**config.mk**
```make
export PLATFORM = sky130hd
export DESIGN_NAME = mbcu_div_pipe
export DESIGN_NICKNAME = d
export VERILOG_FILES = /design/src/sv/assert_macros.svh /design/src/sv/mbcu_div_pipe.sv
export SDC_FILE = /design/constraint.sdc
export NUM_CORES = 2
export LEC_CHECK = 0
export BUFFER_PORTS_ARGS = -buffer_cell sky130_fd_sc_hd__buf_2
export CAP_MARGIN = 15
export CORE_UTILIZATION = 56
export DETAILED_ROUTE_END_ITERATION = 10
export PLACE_DENSITY = 0.75
export REMOVE_ABC_BUFFERS = 1
export SYNTH_ARGS = -nofsm -noshare
export SYNTH_HDL_FRONTEND = slang
export SYNTH_SLANG_ARGS = --single-unit
```
**constraint.sdc**
```tcl
create_clock -name clk -period 3.8 [get_ports clk]
set_clock_uncertainty 0.05 [all_clocks]
set_input_delay 1.14 -clock clk [delete_from_list [all_inputs] [get_ports clk]]
set_output_delay 1.14 -clock clk [all_outputs]
set_load 0.02 [all_outputs]
```
**src/sv/assert_macros.svh**
```systemverilog
// Shared assertion macros for the boundary update core.
`ifndef ASSERT_MACROS_SVH
`define ASSERT_MACROS_SVH

// Checked property, ignored while reset is applied.
`define MBCU_CHK(lbl, prop, msg) \
  lbl: assert property (@(posedge clk) disable iff (!rst_n) prop) else $error(msg);

// Checked property that also holds across reset.
`define MBCU_CHK_NORST(lbl, prop, msg) \
  lbl: assert property (@(posedge clk) prop) else $error(msg);

`endif

```
**src/sv/mbcu_div_pipe.sv**
```systemverilog
// Pipelined restoring divider, one quotient bit per stage, MSB first.
module mbcu_div_pipe #(
  parameter int DW  = 21,
  parameter int NW  = 54,
  parameter int QW  = 33,
  parameter int SBW = 8
) (
  input  logic           clk,
  input  logic           rst_n,
  input  logic           in_v,
  input  logic [NW-1:0]  in_num,
  input  logic [DW-1:0]  in_den,
  input  logic [SBW-1:0] in_sb,
  output logic           out_v,
  output logic [QW-1:0]  out_quot,
  output logic [SBW-1:0] out_sb
);

  localparam int CW = (NW > DW + QW) ? NW : DW + QW;

  logic           v_r   [QW];
  logic [CW-1:0]  rem_r [QW];
  logic [DW-1:0]  den_r [QW];
  logic [QW-1:0]  q_r   [QW];
  logic [SBW-1:0] sb_r  [QW];

  for (genvar k = 0; k < QW; k++) begin : g_stage
    logic           v_p;
    logic [CW-1:0]  rem_p;
    logic [DW-1:0]  den_p;
    logic [QW-1:0]  q_p;
    logic [SBW-1:0] sb_p;
    logic [CW-1:0]  dsh;
    logic [CW-1:0]  rem_nxt;
    logic           bit_nxt;

    if (k == 0) begin : g_first
      assign v_p   = in_v;
      assign rem_p = CW'(in_num);
      assign den_p = in_den;
      assign q_p   = '0;
      assign sb_p  = in_sb;
    end else begin : g_next
      assign v_p   = v_r[k-1];
      assign rem_p = rem_r[k-1];
      assign den_p = den_r[k-1];
      assign q_p   = q_r[k-1];
      assign sb_p  = sb_r[k-1];
    end

    assign dsh = CW'(den_p) << (QW - 1 - k);

    always_comb begin
      if (rem_p >= dsh) begin
        rem_nxt = rem_p - dsh;
        bit_nxt = 1'b1;
      end else begin
        rem_nxt = rem_p;
        bit_nxt = 1'b0;
      end
    end

    always_ff @(posedge clk) begin
      if (!rst_n) begin
        v_r[k] <= 1'b0;
      end else begin
        v_r[k] <= v_p;
      end
    end

    always_ff @(posedge clk) begin
      rem_r[k] <= rem_nxt;
      den_r[k] <= den_p;
      q_r[k]   <= {q_p[QW-2:0], bit_nxt};
      sb_r[k]  <= sb_p;
    end
  end

  assign out_v    = v_r[QW-1];
  assign out_quot = q_r[QW-1];
  assign out_sb   = sb_r[QW-1];

endmodule
```
==> flow_summary.json <==
{
  "cts_buffers": 331,
  "totalWireLength_mm": 300,
  "synth_edf_count": 0,
  "synth_top_family_by_area": "simple AND/OR/NAND/NOR gates",
  "synth_top_area_frac": 0.537,
  "final-hold-violation-count": 0,
  "cts_root_buf": "clkbuf_16",
  "netlist-cell-type-count": 92,
  "start_kind": "flip-flop",
  "synth_compound_area_frac": 0.124,
  "grt_max_degree": 56,
  "p_seq_frac": 0.400,
  "min-delay-path-class": "reg2reg",
  "worst_pin_slew_ns": 1.13,
  "clkPwrFrac": 0.264,
  "path_clk_slew_ns": 0.06,
  "p_sw_frac": 0.352,
  "met2_length_mm": 151,
  "drive_above_1_share": 0.0891,
  "power_frac_comb": 0.336,
  "ys_seq_area_frac": 0.537,
  "syn_area_per_cell_um2": 10.1,
  "viasPerCell": 5.58,
  "postRouteAntennaNets": 0,
  "max_stage_delay_ns": 0.43,
  "slew_headroom": 0.237,
  "cts_tree": "done",
  "initial_core_util": 0.565,
  "async_reset_ff_frac": 0,
  "core_area_um2": 215000,
  "dr_wl_met3_mm": 13.9,
  "setup_viol": 0,
  "dr.max_layer_used": "met5",
  "drc": 0,
  "maxSlewViolCount": 0,
  "stdcell_count": 15600,
  "max_freq_ghz": 0.276,
  "via_count": 86900,
  "synthMuxAreaShare": 0.0120,
  "synth_area_um2": 122000,
  "crit_fanout": 28,
  "synth_xor_area_frac": 0.0749,
  "die_h_um": 468,
  "hold_buffers": 0,
  "overflow": 0,
  "nNetsFinal": 13300,
  "htreeDepth": 5,
  "post_dp_cell_area_um2": 127000,
  "grt_pass1_vias": 85600,
  "clk_latency_ns": 0.98,
  "slowest_stage": "a2111oi_1",
  "wl_per_cell_um": 19.3,
  "dp_hpwl_mm": 231,
  "ir_worst_vdd_v": 0.000594,
  "p_leak_nw": 59.7,
  "p_sw_w": 0.0440,
  "worstPathArrival_ns": 4.40,
  "synth_area_leader_cell": "dfxtp_1",
  "yosysWarnings": 0,
  "crit_chain": "inv_1 -> ha_1 -> inv_1 -> fa_1 -> a21o_1 -> a31oi_2 -> o21a_1 -> nor2_1 -> a2111oi_1 -> buf_4 -> o21ai_0 -> a21boi_4 -> buf_12 -> inv_1 -> a221oi_1",
  "first_pass_iters": 6,
  "crit_top_cell": "inv_1",
  "clk_path_buf_depth": 4,
  "path_class": "reg2reg",
  "synth_flop_cell": "dfxtp_1",
  "yosys.area_share.adder": 0.0766,
  "pre_cts_ws_ns": 0.0467,
  "power_density_nw_per_um2": 906,
  "die_x_um": 468,
  "clock_sinks": 3258,
  "grt_pass1_wl_mm": 467,
  "p_int_w": 0.0812,
  "synth-simple-area-share": 0.141,
  "ys_ff_latch": 3258,
  "gp_congestion": 0.943,
  "antenna_found_initial": 7,
  "status": "finished clean",
  "globalRouteTotalUtil": 0.269,
  "endpoint_kind": "flip-flop",
  "fin_ws_ns": 0.177,
  "path_buf_inv": 5,
  "dieArea_um2": 219000,
  "min_period_ns": 3.62,
  "placement.io_buffers": 127,
  "syn_inst": 12100,
  "wl_met1_mm": 124,
  "io_pins": 128,
  "cp.required_ns": 4.57,
  "fillCellCount": 17100,
  "final_area_um2": 138000,
  "dp.cells": 15000,
  "crit_family": "compound AO/OA/AOI/OAI gates",
  "max_cap_violations": 0,
  "drt-initial-drc-count": 6054,
  "synth_area_leaders": "dfxtp_1 54%, ha_1 7.1%, xnor2_1 4.2%, xor2_1 3.2%, a21oi_1 3.2%",
  "rows": 170,
  "area_delta_synth_final_pct": 13.6,
  "finalCritPeriodShare": 0.953
}
## path summary, 6_finish.rpt
path	from	endpoint	slack (ns)	cells past startpoint
setup / recovery	rem_r[0][720]	rem_r[0][791]	0.18	15
hold / removal	sb_r[0][171]	sb_r[0][179]	0.21	0
setup reg to reg	rem_r[0][720]	rem_r[0][791]	0.18	15
hold reg to reg	sb_r[0][171]	sb_r[0][179]	0.21	0
## per-layer routing
layer	track usage	vias up
met4	0.108	6
li1	-	42700
met1	0.317	41100
met2	0.487	2404
met5	0	-
met3	0.0370	705
## synthesized netlist by cell type, drive strengths merged, types with 32 or more instances
cell,instances
a211oi,74
a21o,301
a21oi,783
a31oi,54
and2,89
and3,74
clkbuf,194
dfxtp,3258
fa,32
ha,693
inv,908
mux2,124
nand2,782
nand2b,131
nand3,213
nand3b,43
nand4,158
nand4b,46
nor2,755
nor2b,106
nor3,267
nor4,269
nor4b,41
o211ai,41
o21a,97
o21ai,639
o21bai,79
o31ai,68
or2,62
or3,135
or4,74
xnor2,588
xor2,451
## timing repair
item,CTS,global route
setup endpoints to repair,0,55
gates resized for setup,0,21
setup buffers,0,2
## layout by cell type (no fill, tap or decap), types with 190 or more instances in the layout
cell,synthesis,final
dfxtp_1,3258,3257
inv_1,906,906
nand2_1,782,782
a21oi_1,783,781
nor2_1,755,754
ha_1,693,692
o21ai_0,635,632
xnor2_1,588,588
xor2_1,451,451
clkbuf_16,0,339
a21o_1,301,301
nor3_1,265,265
nor4_1,269,264
nand3_1,213,213
buf_4,0,190
## registers in the layout, summed over array words and instances (netlist names)
register,cells
rem_r,1728
v_r,33
den_r,672
q_r,561
sb_r,264
## logic make-up after synthesis
logic type,Yosys count
flip-flops,3258
AND/OR/NAND/NOR,3341
XOR/XNOR,1039
adder cells (fa/ha/maj),725
multiplexers,130
AO/OA/AOI/OAI,2433
buffers and inverters,1131
## per-stage QoR
stage	total power, W	util	hold slack, ns	TNS, ns
floorplan	0.0788	-	0.260	-190.49
global placement	0.0909	0.590	0.260	-0.00502
detailed placement	0.0917	0.590	0.262	0
CTS	0.125	0.642	0.175	0
global route	0.132	0.642	0.196	-0.00365
finish	0.125	0.642	0.214	0
## worst reg2reg max path, delay by kind of cell (launching register included)
family / cells / cell delay [ns]
AOI/OAI and AO/OA: 7 / 1.89
buffers and inverters: 5 / 0.61
adders and majority gates: 2 / 0.57
DFF: 1 / 0.30
and+or+nand+nor: 1 / 0.11
## power by group through the flow
| stage | Clock [W] | Sequential [W] | Combinational (W) |
|---|---|---|---|
| after global routing | 0.0351 | 0.0507 | 0.0466 |
| after detailed placement | 0 | 0.0506 | 0.0411 |
| after global placement | 0 | 0.0506 | 0.0403 |
| after CTS | 0.0337 | 0.0499 | 0.0416 |
| after floorplan | 0 | 0.0471 | 0.0316 |
| final | 0.0330 | 0.0501 | 0.0421 |
## final cells by class
cell class / instances / area, um^2 / area share
inverter: 910 / 3420 / 0.0247
tap: 2838 / 3550 / 0.0257
antenna: 6 / 15.0 / 0.000109
clock buffer: 438 / 9410 / 0.0682
sequential: 3258 / 65200 / 0.472
timing repair buffer: 337 / 2450 / 0.0178
clock inverter: 132 / 1780 / 0.0129
multi-input combinational: 7668 / 52300 / 0.378
Note: power is estimated with default switching activity, not from simulation.
