File: config.mk
export PLATFORM = sky130hd
export DESIGN_NAME = mbcu_sqrt_pipe
export DESIGN_NICKNAME = d
export VERILOG_FILES = /design/src/sv/assert_macros.svh /design/src/sv/mbcu_sqrt_pipe.sv
export SDC_FILE = /design/constraint.sdc
export NUM_CORES = 1
export LEC_CHECK = 0
export BUFFER_PORTS_ARGS = -buffer_cell sky130_fd_sc_hd__clkbuf_2
export CORE_ASPECT_RATIO = 0.7
export CORE_MARGIN = 4
export CORE_UTILIZATION = 54
export DETAILED_ROUTE_END_ITERATION = 7
export PLACE_DENSITY = 0.74
export SLEW_MARGIN = 30
export SYNTH_ARGS = -nofsm -noshare
export SYNTH_HDL_FRONTEND = slang
export SYNTH_SLANG_ARGS = --single-unit
File: constraint.sdc
create_clock -name clk -period 3.45 [get_ports clk]
set_clock_uncertainty 0.2 [all_clocks]
set_input_delay 0.69 -clock clk [delete_from_list [all_inputs] [get_ports clk]]
set_output_delay 0.69 -clock clk [all_outputs]
set_load 0.05 [all_outputs]
File: src/sv/assert_macros.svh
// Shared assertion macros for the boundary update core.
`ifndef ASSERT_MACROS_SVH
`define ASSERT_MACROS_SVH

// Checked property, ignored while reset is applied.
`define MBCU_CHK(lbl, prop, msg) \
  lbl: assert property (@(posedge clk) disable iff (!rst_n) prop) else $error(msg);

// Checked property that also holds across reset.
`define MBCU_CHK_NORST(lbl, prop, msg) \
  lbl: assert property (@(posedge clk) prop) else $error(msg);

`endif

File: src/sv/mbcu_sqrt_pipe.sv
// Pipelined integer square root, one result bit per stage.
module mbcu_sqrt_pipe #(
  parameter int RW  = 20,
  parameter int SBW = 8
) (
  input  logic            clk,
  input  logic            rst_n,
  input  logic            in_v,
  input  logic [2*RW-1:0] in_rad,
  input  logic [SBW-1:0]  in_sb,
  output logic            out_v,
  output logic [RW-1:0]   out_root,
  output logic [SBW-1:0]  out_sb
);

  logic            v_r    [RW];
  logic [2*RW-1:0] x_r    [RW];
  logic [RW+1:0]   rem_r  [RW];
  logic [RW-1:0]   root_r [RW];
  logic [SBW-1:0]  sb_r   [RW];

  for (genvar k = 0; k < RW; k++) begin : g_stage
    logic            v_p;
    logic [2*RW-1:0] x_p;
    logic [RW+1:0]   rem_p;
    logic [RW-1:0]   root_p;
    logic [SBW-1:0]  sb_p;
    logic [RW+3:0]   rem_sh;
    logic [RW+3:0]   trial;
    logic [RW+1:0]   rem_nxt;
    logic [RW-1:0]   root_nxt;

    if (k == 0) begin : g_first
      assign v_p    = in_v;
      assign x_p    = in_rad;
      assign rem_p  = '0;
      assign root_p = '0;
      assign sb_p   = in_sb;
    end else begin : g_next
      assign v_p    = v_r[k-1];
      assign x_p    = x_r[k-1];
      assign rem_p  = rem_r[k-1];
      assign root_p = root_r[k-1];
      assign sb_p   = sb_r[k-1];
    end

    // Bring down the next two radicand bits and try root*4+1.
    assign rem_sh = {rem_p, x_p[2*RW-1 -: 2]};
    assign trial  = {2'b00, root_p, 2'b01};

    always_comb begin
      if (rem_sh >= trial) begin
        rem_nxt  = (RW+2)'(rem_sh - trial);
        root_nxt = {root_p[RW-2:0], 1'b1};
      end else begin
        rem_nxt  = rem_sh[RW+1:0];
        root_nxt = {root_p[RW-2:0], 1'b0};
      end
    end

    always_ff @(posedge clk) begin
      if (!rst_n) begin
        v_r[k] <= 1'b0;
      end else begin
        v_r[k] <= v_p;
      end
    end

    always_ff @(posedge clk) begin
      x_r[k]    <= x_p << 2;
      rem_r[k]  <= rem_nxt;
      root_r[k] <= root_nxt;
      sb_r[k]   <= sb_p;
    end
  end

  assign out_v    = v_r[RW-1];
  assign out_root = root_r[RW-1];
  assign out_sb   = sb_r[RW-1];

endmodule

==> summary by stage, run 1 <==
Outcome
The flow ran to the end, and the final reports show no timing, DRC or antenna violations.

Timing
Setup violations remaining at the end of the flow were counted as 0. The highest clock frequency the design can meet is 324 MHz. Setup repair after global routing left no endpoint under its margin. Summed over all failing endpoints, the final setup total negative slack is 0 ns. The final hold violation count is 0. At the pin with the least slew margin, the transition time is between 0.8 and 0.9 ns. The time the final worst path needs with I/O delays and setup is between 3 and 4 ns. The portion of the clock cycle consumed by the worst path in the final layout is approximately nine tenths. The number of max-slew violations in the final report is 0. Headroom to the max-slew limit came out at between 40% and 50%.

Cells and area
The top cell types in the final layout, fill and taps aside, are dfxtp_1 (1160), inv_1 (290), ha_1 (231). The post-synthesis to final-layout area growth is 14.9%. Of the cells placed in the final design, the portion with a size suffix greater than 1 is under 10%. The most common cell after layout, fill and taps aside is dfxtp_1. For this run, the post-layout net count is a little over 4000. The number of diodes is 0.

The filler cells instantiated in the layout total roughly 5700.

Placed design
At the end of routability-driven placement, the weighted congestion stood at ~0.86. The number of port buffers is between 70 and 80. The HPWL reported at the end of detailed placement is roughly 50000 um.

Power
The net switching fraction of the power is a little over a quarter. The static power due to leakage is about 21 nW. Cell internal power was estimated by the tool at roughly 25 mW.

Combinational logic burns between 10% and 20% of the power. Power spread over the standard cell area amounts to around 760 mW/mm^2. The switching component of the power is 9.27 mW. Across the VDD grid, the largest voltage drop is between 0.4 and 0.5 mV.

Of the total power, registers draw between 40% and 50%. The share of total power in the clock network is a little over a third. The final total power is approximately 35 mW.

Drt
The average routed wire per standard cell is approximately 14 um. Detailed routing inserted a total of roughly 25000 vias. The ratio of routed vias to standard cells is between 5 and 6.

For this block, the routed nets add up to 71000 um of wire. After detailed routing, the number of remaining DRC violations is 0. Before antenna repair, the detailed router went through 6 iterations.

After the first detailed-routing iteration, the DRC count stood at 1648. Once detail routing completed, the nets flagged for antenna violations numbered 0.

Floorplan
The initial utilization of the core area, before any placement, comes to a little over half. The number of I/O pins is 80. The die extent in y is roughly 230 um. The total die area is 0.0776 mm^2. The die width is 331 um. The number of placement rows is between 80 and 90. The placeable core area is between 0.07 and 0.08 mm^2.

Synth
The share of the Yosys chip area taken by registers is between 50 and 60%. The synthesized design contains 0 enable-type register cells. By area, the combinational part of the netlist is dominated by simple AND/OR/NAND/NOR gates. Of all flip-flops after synthesis, the portion carrying an async set or reset was 0%. The number of warnings issued by yosys is 0.

The simple-gate portion of the synthesized area is 11.2%. The post-synthesis adder-cell area fraction is under 10%. Synthesis produced about 3700 cells. The post-synthesis compound-gate area fraction is between 10% and 20%. Summing every instance area after synthesis gives around 0.039 mm^2. The post-synthesis average cell area is between 10 and 15 um^2. The count of distinct cell types in the synthesized netlist is 88. The primary flip-flop cell chosen by synthesis mapping is dfxtp_1. The net count after synthesis is 3943.

The multiplexer area fraction after synthesis is 1.81%. The area share of xor/xnor cells in the synthesized design is ~6.6%. The synthesized design contains 1160 register bits.

Critical path
The data required time at the worst endpoint is 3.79 ns. The critical path data arrival time is 3.43 ns. In this run the critical register-to-register path is captured at rem_r[14][21]$_DFF_P_. The cell depth of the worst flop-to-flop path is 9.

The slowest stage of the critical path is the a21boi_0 cell. The worst setup path is launched from a register. The family of cells with the greatest summed delay on the critical path is compound AO/OA/AOI/OAI gates. The worst path buffer plus inverter count is 1. The worst flop-to-flop path startpoint is root_r[3][28]$_DFF_P_. STA classifies the critical path endpoint as a register.

The type of the worst setup path is register to register. The critical path goes through inv_1, ha_1, nand3_1, nor3_1, a21o_1, a2111o_1, a21boi_0, nand4_1, xnor2_1. The highest net fanout along the worst path is 9.

The worst stage delay on the critical path is 0.47 ns. The setup check on the worst reg-to-reg path leaves a slack of between 0.3 and 0.4 ns. The cell depth of the worst setup path is 9.

Worst hold path
Counting instances, the worst hold path has a depth of 0. The worst hold path begins at sb_r[3][4]$_DFF_P_. The worst hold endpoint is sb_r[3][12]$_DFF_P_.

The class of the tightest hold or removal check is register to register.

Clock network
The tree is rooted in a clkbuf_16. The clock insertion delay at the later pin of the skew report is around 0.67 ns. TritonCTS built the clock tree. The clock-pin slew on the worst setup and hold paths is ~0.070 ns. Clock tree synthesis found a total of 1160 sinks. The H-tree depth reported by CTS is 3. The longest clock path from root to sink contains 3 buffers. Counting the buffers created by CTS gives 100. The number of setup buffers added after CTS is 0.

Flow run
The number of max-capacitance violations reported is 0.

GRT
The global routing usage summed across all routing layers is between 10% and 20%. The number of global-route vias before repair is around 24000. The first-pass GRT wire length is around 120000 um. The pin count of the biggest net entering global routing is 39. For this run the aggregate overflow at the end of global routing stands at 0.

The number of antenna violations at the first check in global routing is 3.
flip-flops by register name, summed over array words and instances, names as in the netlist:
| signal | count |
|---|---|
| sb_r | 160 |
| v_r | 20 |
| rem_r | 390 |
| x_r | 380 |
| root_r | 210 |
worst max path at each step:
stage                                startpoint                     to  slack [ns]
after floorplan           root_r[1][63]$_DFF_P_    rem_r[8][3]$_DFF_P_        0.61
after global placement    root_r[3][28]$_DFF_P_  rem_r[14][21]$_DFF_P_        0.55
after detailed placement  root_r[4][32]$_DFF_P_  rem_r[18][11]$_DFF_P_        0.45
after CTS                 root_r[4][32]$_DFF_P_  rem_r[18][11]$_DFF_P_        0.42
after global routing      root_r[3][28]$_DFF_P_  rem_r[14][21]$_DFF_P_        0.12
final                     root_r[3][28]$_DFF_P_  rem_r[14][21]$_DFF_P_        0.36
cell usage after synthesis, types with 22 or more instances:
cell,number,area (um^2)
dfxtp_1,1160,23200
inv_1,290,1090
ha_1,231,2890
nor2_1,224,841
a21oi_1,216,1080
nand2_1,200,751
o21ai_0,164,821
xor2_1,151,1320
xnor2_1,147,1290
nor3_1,85,425
nor4_1,65,407
a21o_1,58,435
o21a_1,52,390
mux2_2,50,563
nand3_1,44,220
nand2b_1,39,244
or3_1,36,225
nand4_1,33,206
and2_1,31,194
nor2b_1,30,188
clkbuf_1,27,101
a31oi_1,22,138
o31ai_1,22,165
metal layers:
metal	GRT usage [%]	routed length, um	up-vias
li1	-	-	12900
met3	4.61	5060	130
met5	0	0	-
met2	27.3	29300	667
met4	4.75	1530	0
met1	26.9	35100	11500
layout make-up:
type | count | area (um^2) | area share (%)
flip-flops and latches | 1160 | 23200 | 51.2
multi-input cells | 2152 | 14900 | 32.9
clock buffers | 135 | 2880 | 6.34
well taps | 966 | 1210 | 2.67
repair buffers | 160 | 1160 | 2.57
inverters | 290 | 1090 | 2.40
clock inverters | 51 | 867 | 1.91
power by group through the flow:
stage	Combinational, mW	Clock (mW)	Sequential, mW
after floorplan	4.26	0	16.7
after global placement	5.22	0	17.1
after detailed placement	5.34	0	17.1
after CTS	5.45	12.5	16.9
after global routing	6.18	13.0	17.1
final	5.50	12.2	16.9
repair_timing:
action / CTS / global route
hold buffers: 49 / 0
gates resized for setup: 0 / 0
hold endpoints to repair: 50 / 0
cell families after synthesis:
kind of cell,after synthesis
xor gates and xnor gates,298
and+or+nand+nor,878
DFF,1160
muxes,64
adders and majority gates,231
other,1
AOI/OAI and AO/OA,680
buffers and inverters,349
metrics by stage:
step                      instances  instance area, um^2  util (%)  hold slack (ns)  setup slack [ns]
final                          4914                45300      62.9            0.108             0.361
after global routing           4914                45300      62.9            0.120             0.117
after CTS                      4914                45300      62.9            0.109             0.416
after detailed placement       4679                41100      57.1            0.112             0.448
after global placement         4679                41100      57.1            0.109             0.547
after floorplan                3661                39500         -            0.110             0.609
(Power assumes the default switching activity.)
==> run 2, diff against run 1 <==
CELL_PAD_IN_SITES_DETAIL_PLACEMENT = 1   (was not set)
CELL_PAD_IN_SITES_GLOBAL_PLACEMENT = 1   (was not set)
CORE_UTILIZATION = 50   (was 54)
PLACE_DENSITY = 0.83   (was 0.74)
RECOVER_POWER = 25   (was not set)
==> run 2 against run 1 <==
  * Wire length is 33% higher
  * Maximum frequency is 4.3% lower
  * Final cell count is 1.9% higher
  * Global-route usage is 4.2 points higher
  * Sequential share of layout area is 0.14 points lower
  * Critical endpoint is now rem_r[17][14]$_DFF_P_
  * Largest cell class unchanged
==> summary by stage, run 2 (synthesis gave the netlist of run 1 again) <==
Critical path
STA classifies the critical path startpoint as a register. The cell that appears most often on the critical path is a21oi_1. Data arrives at the worst endpoint at roughly 3.6 ns.

The worst register-to-register path ends at rem_r[17][14]$_DFF_P_. The signal on the critical path passes through inv_1, ha_1, a21oi_1, o21ai_0, a221oi_1, o31ai_1, or3_2, buf_4, nor2_1, a21oi_1. The data required time at the worst endpoint is between 3 and 4 ns. The worst setup path is of the register to register kind. The worst setup path is captured at a register.

The launch point of the critical path is root_r[4][7]$_DFF_P_. The number of cells on the worst reg-to-reg path is 10. The worst path buffer plus inverter count is 2. The worst register-to-register path begins at root_r[4][7]$_DFF_P_.

The setup slack on the worst flop-to-flop path is 0.22 ns. Among cell families on the critical path, the largest total delay comes from compound AO/OA/AOI/OAI gates. The slowest cell on the critical path is or3_2. On the worst path, the slowest cell contributes a delay of roughly 0.67 ns. The highest net fanout along the worst path is 17.

Clock network
The number of buffers created by CTS is roughly 100. The clock root buffer master is clkbuf_16. The number of buffers between clock root and the deepest sink is 3. The clock-pin slew on the worst setup and hold paths is ~0.060 ns. Post-CTS timing repair inserted 0 buffers for setup. The H-tree depth reported by CTS is 3. The sink count of the clock tree is roughly 1200.

The TritonCTS clock tree is done. The clock insertion delay at the later pin of the skew report is approximately 0.70 ns.

Power
The static power due to leakage is 21.0 nW. Sequential cells burn between 40% and 50% of the power. The maximum resistive drop on vdd is 0.622 mV. Combinational logic is responsible for approximately 17% of the overall power.

The cell internal power dissipation is about 25 mW. Of the total power, the clock network draws about a third. In this run the power spent charging and discharging nets is 10.1 mW. The power density over cell area is just under 800 mW/mm^2. Of the total power, the share spent switching nets is between 20 and 30%.

GRT
For this run the aggregate overflow at the end of global routing stands at 0. The first global-routing pass estimated about 150000 um of wire. The pin count of the biggest net entering global routing is 39. The number of global-route vias before repair is about 29000. Global routing consumed, over all layers together, 22.7% of the routing resources.

The number of antenna violations at the first check in global routing is 2.

Cells and area
The post-synthesis to final-layout area growth is 15.2%. In the final layout, flip-flops and latches occupy between 0.02 and 0.025 mm^2. The flip-flop count of the largest register after layout is 390. The most common cell after layout, fill and taps aside is dfxtp_1. The fraction of layout instances using a drive strength above 1 is about a tenth. In the final layout, the multi-input gates occupy 0.0149 mm^2. rem_r holds more flip-flops than any other register. The post-route cell area is 0.0455 mm^2. Leaving out fill and tap cells, the most frequent cells in the layout are dfxtp_1 (1160), inv_1 (290), ha_1 (231). In the final layout, the registers with the most flip-flops are rem_r x390, x_r x380, root_r x210.

Counting the fill cells in the layout gives 8093. The post-layout net count is just over 4000. The repair_antennas step left the layout with diodes totalling 0.

Flow run
The number of max-capacitance violations reported is 0.

Floorplan
The starting density of the core is 50.9%. The number of I/O pins is 80. Measured along the x axis, the die boundary spans roughly 340 um.

From bottom edge to top edge, the die measures 243 um. The number of placement rows is 85. After floorplanning, the core was sized to cover ~0.078 mm^2.

The total die area is approximately 0.084 mm^2.

Drt
The average routed wire per standard cell is ~19 um. Before antenna repair, the detailed router went through 5 iterations. The number of nets with antenna violations after detailed routing is 0. The ratio of routed vias to standard cells is around 5.3. The total via count in the routed design is roughly 27000.

The first routing iteration left roughly 1500 violations. In the routed design, unresolved DRC markers number 0. The sum of routed wire length over all layers is 94200 um.

Placed design
The count of buffers added on input and output ports is between 70 and 80. The area of placed instances is between 0.04 and 0.05 mm^2. Routability-driven placement finished with a final weighted congestion of 0.862. Detailed placement finished with a half-perimeter wire length of 61800 um.

Timing
The number of max-slew violations in the final report is 0. The time the final worst path needs with I/O delays and setup is 3.23 ns. The worst-case headroom to the max-slew limit is a little over a third. Setup repair after global routing left no endpoint under its margin.

The final hold violation count came to 0. The transition time of the tightest slew-check pin is 0.962 ns. Setup violations remaining at the end of the flow were counted as 0.

The worst path uses between 90% and 100% of the clock period. The sum of negative setup slack is 0 ns. Based on the critical path, the design can be clocked at up to between 300 and 400 MHz.

Worst hold path
The worst hold path stage count is 0. The startpoint of the worst hold path is x_r[5][26]$_DFF_P_. The worst hold endpoint is x_r[6][28]$_DFF_P_. The path class of the tightest hold or removal check is register to register.

Outcome
The flow ran to the end, and the final reports show no timing, DRC or antenna violations.
==> run 2: changes by cell type in the layout (fill, tap and decap cells not counted), moves of 4 or more <==
cell and delta:
clkbuf_1 +9, clkinv_2 +9, buf_4 +5, clkinv_4 -5, bufinv_16 -4, clkbuf_8 -4
clkinv_16 +4
==> run 2: worst max path at each step <==
| stage | end | slack (ns) | cells past startpoint |
|---|---|---|---|
| after floorplan | rem_r[8][3]$_DFF_P_ | 0.61 | 10 |
| after global placement | rem_r[16][9]$_DFF_P_ | 0.42 | 9 |
| after detailed placement | rem_r[17][14]$_DFF_P_ | 0.30 | 10 |
| after CTS | rem_r[17][14]$_DFF_P_ | 0.05 | 10 |
| after global routing | rem_r[17][14]$_DFF_P_ | 0.01 | 10 |
| final | rem_r[17][14]$_DFF_P_ | 0.22 | 10 |
==> run 2: area by class of cell <==
cell class,count,area share [%]
sequential,1160,51.1
inverter,290,2.39
clock inverter,51,1.77
multi-input combinational,2152,32.8
timing repair buffer,165,2.62
clock buffer,143,6.44
tap,1044,2.87
==> run 2: routing by layer <==
layer,routed length (um),up-vias,GRT usage [%]
li1,-,12900,-
met1,44300,13000,31.4
met2,43900,556,37.3
met3,3960,157,3.45
met4,1960,2,5.49
met5,12,-,0
==> run 2: worst register-to-register path: stages (launching register included) <==
cell	delay [ns]
dfxtp_1	0.32
inv_1	0.05
ha_1	0.34
a21oi_1	0.30
o21ai_0	0.19
a221oi_1	0.39
o31ai_1	0.19
or3_2	0.67
buf_4	0.27
nor2_1	0.09
a21oi_1	0.05
==> run 2: per-stage QoR <==
step                      power (mW)  utilization, %  hold slack (ns)  std cells  setup slack (ns)
final                           35.2            58.6            0.106       5005             0.223
after CTS                       35.3            58.6            0.106       5005            0.0476
after global placement          22.4            53.2            0.109       4761             0.421
after global routing            37.0            58.6            0.120       5005            0.0121
after floorplan                 21.0               -            0.110       3661             0.609
after detailed placement        22.8            53.2            0.113       4761             0.303
==> run 2: repair_timing <==
item / 4_1_cts / 5_1_grt
endpoints found under the setup margin: 0 / 19
endpoints found under the hold margin: 50 / 0
gates resized for setup: 0 / 1
hold buffers: 50 / 0
==> run 2: power by group through the flow <==
stage / clock, mW / sequential (mW) / combinational, mW
floorplan: 0 / 16.7 / 4.26
global placement: 0 / 17.1 / 5.30
detailed placement: 0 / 17.2 / 5.55
CTS: 12.6 / 17.0 / 5.77
global route: 13.2 / 17.3 / 6.51
finish: 12.3 / 17.0 / 5.85
